<file path="config.mk">
export PLATFORM = sky130hd
export DESIGN_NAME = scs_cell
export DESIGN_NICKNAME = d
export VERILOG_FILES = /design/src/rtl/core/assert_macros.svh /design/src/rtl/core/scs_pkg.sv /design/src/rtl/core/scs_cell.sv
export SDC_FILE = /design/constraint.sdc
export NUM_CORES = 1
export LEC_CHECK = 0
export BUFFER_PORTS_ARGS = -buffer_cell sky130_fd_sc_hd__buf_2
export CORE_ASPECT_RATIO = 1.1
export CORE_MARGIN = 2
export CORE_UTILIZATION = 46
export DETAILED_ROUTE_END_ITERATION = 16
export PLACE_DENSITY = 0.67
export SLEW_MARGIN = 20
export SYNTH_ARGS = -nofsm -noshare
export SYNTH_HDL_FRONTEND = slang
export SYNTH_SLANG_ARGS = --single-unit
</file>
<file path="constraint.sdc">
create_clock -name clk_i -period 2.84 [get_ports clk_i]
set_input_delay 0.142 -clock clk_i [delete_from_list [all_inputs] [get_ports clk_i]]
set_output_delay 0.142 -clock clk_i [all_outputs]
set_load 0.03 [all_outputs]
</file>
<file path="src/rtl/core/assert_macros.svh">
// ----------------------------------------------------------------------------
// assertion macros
// shared concurrent assertion forms, clocked on clk_i, off during reset
// ----------------------------------------------------------------------------
`ifndef ASSERT_MACROS_SVH
`define ASSERT_MACROS_SVH

// property holds at every edge outside reset
`define SCS_ASSERT(lbl, prop, msg) \
  lbl: assert property (@(posedge clk_i) disable iff (!rst_ni) (prop)) else $error(msg);

// consequent holds in the cycle after the antecedent
`define SCS_ASSERT_NEXT(lbl, ante, cons, msg) \
  lbl: assert property (@(posedge clk_i) disable iff (!rst_ni) (ante) |=> (cons)) \
    else $error(msg);

`endif

</file>
<file path="src/rtl/core/scs_pkg.sv">
// ----------------------------------------------------------------------------
// scs_pkg
// shared constants and types of the shortest common supersequence core
// ----------------------------------------------------------------------------
package scs_pkg;

  // default and largest string length
  localparam int MaxLenDef = 32;

  // row index and table value widths, sized for the largest string length
  localparam int RowW = 5;
  localparam int ValW = 6;

  // command codes of the func field
  localparam logic [1:0] FuncAppendFirst  = 2'd0;
  localparam logic [1:0] FuncAppendSecond = 2'd1;
  localparam logic [1:0] FuncRun          = 2'd2;

  // wavefront link between neighboring cells
  typedef struct packed {
    logic            valid;
    logic [7:0]      ch;
    logic [RowW-1:0] row;
    logic [ValW-1:0] cur;
    logic [ValW-1:0] prev;
  } scs_link_t;

endpackage

</file>
<file path="src/rtl/core/scs_cell.sv">
// ----------------------------------------------------------------------------
// scs_cell
// one column of the lcs table: holds a second-string byte, computes one
// cell per beat of the wavefront and keeps its column in a small memory
// ----------------------------------------------------------------------------
module scs_cell #(
  parameter int MAX_LEN = scs_pkg::MaxLenDef,
  parameter int IW      = 5
) (
  input  logic                       clk_i,
  input  logic                       rst_ni,
  input  logic                       clr_i,
  input  logic                       ld_en_i,
  input  logic [7:0]                 ld_ch_i,
  output logic [7:0]                 ch_o,
  input  scs_pkg::scs_link_t         link_i,
  output scs_pkg::scs_link_t         link_o,
  input  logic [IW-1:0]              rd_addr_a_i,
  input  logic [IW-1:0]              rd_addr_b_i,
  output logic [scs_pkg::ValW-1:0]   rd_a_o,
  output logic [scs_pkg::ValW-1:0]   rd_b_o
);

  logic [7:0]               col_ch_q;
  logic                     valid_q;
  logic [7:0]               ch_q;
  logic [scs_pkg::RowW-1:0] row_q;
  logic [scs_pkg::ValW-1:0] cur_q;
  logic [scs_pkg::ValW-1:0] prev_q;
  logic [scs_pkg::ValW-1:0] res;
  logic [scs_pkg::ValW-1:0] col_mem [MAX_LEN];

  // lcs recurrence: left and diagonal from the neighbor, up from this cell
  always_comb begin
    if (link_i.ch == col_ch_q) begin
      res = link_i.prev + scs_pkg::ValW'(1);
    end else if (cur_q > link_i.cur) begin
      res = cur_q;
    end else begin
      res = link_i.cur;
    end
  end

  // column byte
  always_ff @(posedge clk_i) begin
    if (ld_en_i) begin
      col_ch_q <= ld_ch_i;
    end
  end

  // wavefront registers
  always_ff @(posedge clk_i or negedge rst_ni) begin
    if (!rst_ni) begin
      valid_q <= 1'b0;
      cur_q   <= '0;
      prev_q  <= '0;
    end else if (clr_i) begin
      valid_q <= 1'b0;
      cur_q   <= '0;
      prev_q  <= '0;
    end else begin
      valid_q <= link_i.valid;
      if (link_i.valid) begin
        cur_q  <= res;
        prev_q <= cur_q;
      end
    end
  end

  // payload passed along with the beat
  always_ff @(posedge clk_i) begin
    if (link_i.valid) begin
      ch_q  <= link_i.ch;
      row_q <= link_i.row;
    end
  end

  // column memory, one write and two registered reads
  always_ff @(posedge clk_i) begin
    if (link_i.valid && !clr_i) begin
      col_mem[link_i.row[IW-1:0]] <= res;
    end
    rd_a_o <= col_mem[rd_addr_a_i];
    rd_b_o <= col_mem[rd_addr_b_i];
  end

  assign ch_o         = col_ch_q;
  assign link_o.valid = valid_q;
  assign link_o.ch    = ch_q;
  assign link_o.row   = row_q;
  assign link_o.cur   = cur_q;
  assign link_o.prev  = prev_q;

endmodule

</file>
# Yosys cells after proc, flatten, opt, wreduce, memory -nomap -nowiden
# Memories as Yosys holds them, arrays and structs flattened. A register that Yosys moved wholly into a read port is not among the register bits.
# Index checks and enable logic that the tools add are counted.
# classes
multipliers,0
n_shift,0
n_reduce_logical,3
n_eq_ne,1
muxes,9
n_div,0
magnitude_cmp,1
n_bitwise,0
addsub,1
# op_table
operator,n
$mux W6,6
$eq A8 B8 Y1,1
$add A6 B1 Y6 const B,1
$gt A6 B6 Y1,1
$mux W1,3
$reduce_bool A2 Y1,1
$logic_and A1 B1 Y1,1
$logic_not A1 Y1,1
# totals
reg_bits,34
ram_bits,192
output_inout_bits,46
n_memories,1
latch_bits,0
mem_bits_ro,0
word_cells,22
input_bits,48
# memory_table
memory,words,width,rd,rd_ports_with_merged_regs,wr,line_no,rtl
col_mem,32,6,2,2,1,scs_cell.sv:31,logic [scs_pkg::ValW-1:0] col_mem [MAX_LEN];

# Logic depth before layout (Yosys ltp)
# logic_depth
ltp_word,5
mapped_depth,7
depth_no_buf,7

# Least setup slack after synthesis
# No wires, ideal clock.
# synth_timing
path_type,register to register
startpoint,reg cur_q[5] (netlist name)
endpoint,mem col_mem[0][4] (netlist name) (data pin)
path_buffers,0
synth_period_minus_slack_ns,3.002
setup_slack_ns,-0.162
required_time_ns,2.455
stages_incl_launch_ff,7
setup_ns,0.385
arrival_time_ns,2.617
cell_sequence,dfrtp_1 -> ha_1 -> nand4_1 -> nor2_1 -> mux2_2 -> a22oi_1 -> mux2i_1
# synth_via
elab_chain_cells,3
# synth_rtl
element,line_no,rtl
start: declaration,scs_cell.sv:28,logic [scs_pkg::ValW-1:0] cur_q;
start signal: assignment,scs_cell.sv:64,cur_q <= res;
$gt A6 B6 Y1,scs_cell.sv:37,end else if (cur_q > link_i.cur) begin
$mux W6,scs_cell.sv:37,
$mux W6,scs_cell.sv:35,if (link_i.ch == col_ch_q) begin
via res (one bit),scs_cell.sv:30,logic [scs_pkg::ValW-1:0] res;
end: declaration,scs_cell.sv:31,
# The timed path passes the listed nets, and every way through them passes these cells.

# Worst setup path in the final report
# layout_timing
startpoint,reg cur_q[5] (netlist name)
endpoint,mem col_mem[19][2] (netlist name) (data pin)
# Same word-level chain as after synthesis.

==> reports/summary.txt <==
Post-route cell area: 13,200 um^2
Vias in the first global route: 6,632
Synth Flop Type: edfxtp_1
Setup TNS: 0 ps
Post-placement cell area: 12,100 um^2
Total wire length: 27,100 um
Synthesized cell area: 11,000 um^2
Pre-antenna DRT Iters: 4
Clock Sinks: 238
Synth area leaders: edfxtp_1 58%, mux4_2 20%, mux4_1 3.1%
Fmax: 0.387 GHz
PwrDens: 614 nW/um^2
Critical Setup Path Class: register to register
Overall Power: 8.07 mW
CTS Buf Count: 26
CP Max Fanout: 32
Clock skew: 13.7 ps
Synth unique cells: 41
Vias: 6,193
Total grt overflow: 0
Iteration-0 DRC count of the detailed router: 588
Post-DR wirelength/cell: 26.3 um
Final period util: 91.0%
Clock Power Share: 39.4%
CTS tree: built
Commonest non-fill, non-tap cell in the layout: edfxtp_1
HP Start: link_i[4]
CTS max path bufs: 3
VDD IR-drop max: 0.000393 V
Final hold slack: 19.8 ps
Vias per inst: 6.00
Finish-stage setup viols: 0
Logic gate share of total power: 11.2%
Number of synthesis warnings: 0
Port bufs: 93
Pleak: 4.62 nW
Initial antenna violation count: 0
Worst Hold Class: input port to register
N_diodes: 0
Slew margin rel.: 47.1%
Sequential area share after synthesis: 63.4%
NetSw: 1.84 mW
DRC: 0
Element type at the critical path end: register
Utilization after layout: 55.9%
Worst Tran Pin Value: 790 ps
Fin. Hold Viols: 0
Starting density of the core: 46.7%
IO Pins: 94
Largest area contributor in the netlist: edfxtp_1
Seq cells post-synth: 238
Tot GR Track Use: 22.4%
Yosys top cell area share: 58.2%
Required @ worst endpoint: 3080 ps
Startpoint Class: register
Critical path origin: cur_q[5]
RSZ-0062 raised after global routing: no
Die Wd: 151 um
Layout cell share with drive strength beyond 1: 42.8%
Net count, final: 762
Post-route ant nets: 0
Core area: 23,500 um^2
Post-synth EDFFs: 213
Hpwl dp: 17,800 um
Die H: 166 um
FP Rows: 59
Internal power: 6.24 mW
Clk_lat worst skew: 530 ps
Seq pwr share: 49.4%
Final min period: 2580 ps
Syn Nets: 596
Post-Synthesis Cells: 541
Critical path arrival: 2820 ps
Area added between synthesis and finish: 19.7%
Most frequent cells in the layout: 213 x edfxtp_1, 96 x mux4_2, 93 x buf_2
Fraction of registers with async set/reset: 5.46%
Synth Area per Inst: 20.3 um^2
Final GP Congestion: 0.816
Sw Ratio: 22.8%
# H-tree levels: 1
RR Startpoint: cur_q[5]
Largest net degree at the start of global routing: 42
Fin. max-slew vios: 0
Reg clk slew, reported paths: 60 ps
Max-cap viol count: 0
Status: finished clean
First-pass GRT wire length: 41,100 um
CTS root buffer: clkbuf_16
Die area: 25,100 um^2
[per-stage QoR]
stage,worst slack [ps],std cells
finish,256,1032
detailed placement,288,956
floorplan,202,541
CTS,270,1032
global placement,361,956
global route,68.4,1032
[sequential cells by signal, indices dropped and copies added (netlist names)]
| name | count |
|---|---|
| cur_q | 6 |
| ch_o | 8 |
| col_mem | 192 |
| ch_q | 8 |
| rd_b_o | 6 |
| row_q | 5 |
| valid_q | 1 |
| rd_a_o | 6 |
| prev_q | 6 |
[cell type report]
class / instances / area [um^2]
clock inverter: 9 / 67.6
timing repair buffer: 169 / 1170
sequential: 238 / 6960
tap: 305 / 382
fill: 1748 / 10400
inverter: 8 / 30.0
multi-input combinational: 264 / 3800
clock buffer: 39 / 751
[worst max-delay path: stages (launching register included)]
cell	delay, ps
dfrtp_1	420
ha_1	340
nand4_1	160
nor2_1	190
buf_4	180
mux2_2	340
a22oi_1	260
mux2i_2	150
buf_4	250
[synth_stat cells (2+ instances only)]
cell / count
nand3_1: 6
edfxtp_1: 213
nand2b_1: 2
nand4_1: 2
nor2_1: 44
dfxtp_1: 12
buf_6: 2
mux4_2: 96
xor2_1: 11
mux2i_1: 11
nand3b_1: 5
o221ai_1: 5
or3b_2: 3
buf_2: 10
dfrtp_1: 13
ha_1: 7
mux4_4: 11
a21oi_1: 4
o21ai_0: 2
mux4_1: 13
clkbuf_1: 8
mux2_2: 19
a22oi_1: 5
buf_8: 4
inv_1: 8
nand2_1: 10
[metal layers]
metal	share of wire [%]	routed length (um)	global-route usage, %
met1	37	10200	30.3
met2	52	14000	38.2
met3	9.2	2500	4.67
met4	1.6	438	4.19
met5	0	0	0
[what timing repair did]
action	CTS	global route
resized for setup	0	0
hold endpoints to repair	52	0
hold buffers	28	0
endpoints found under the setup margin	0	0
buffers inserted	0	0
[power by group through the flow]
stage	sequential, mW	combinational [mW]	clock, mW
floorplan	4.17	0.457	0
global placement	4.06	0.856	0
detailed placement	4.06	0.874	0
CTS	3.99	0.906	3.23
global route	4.00	0.966	3.37
finish	3.99	0.901	3.18
[path summary, 6_finish.rpt]
path	to	slack, ps	depth (start not counted)
setup / recovery	col_mem[19][2]	260	8
hold / removal	cur_q[4]	20	3
setup reg to reg	col_mem[19][2]	260	8
hold reg to reg	prev_q[0]	530	2
max in group asynchronous	prev_q[1]	2580	2
min in group asynchronous	prev_q[5]	30	2
[logic make-up after synthesis]
group	synth area share [%]
flops	63.4
mux	28.2
compound gates	1.24
buf+inv	2.25
simple gates	3.15
fa+ha+maj	0.797
xor+xnor	0.956
Note: power is estimated with default switching activity, not from simulation.
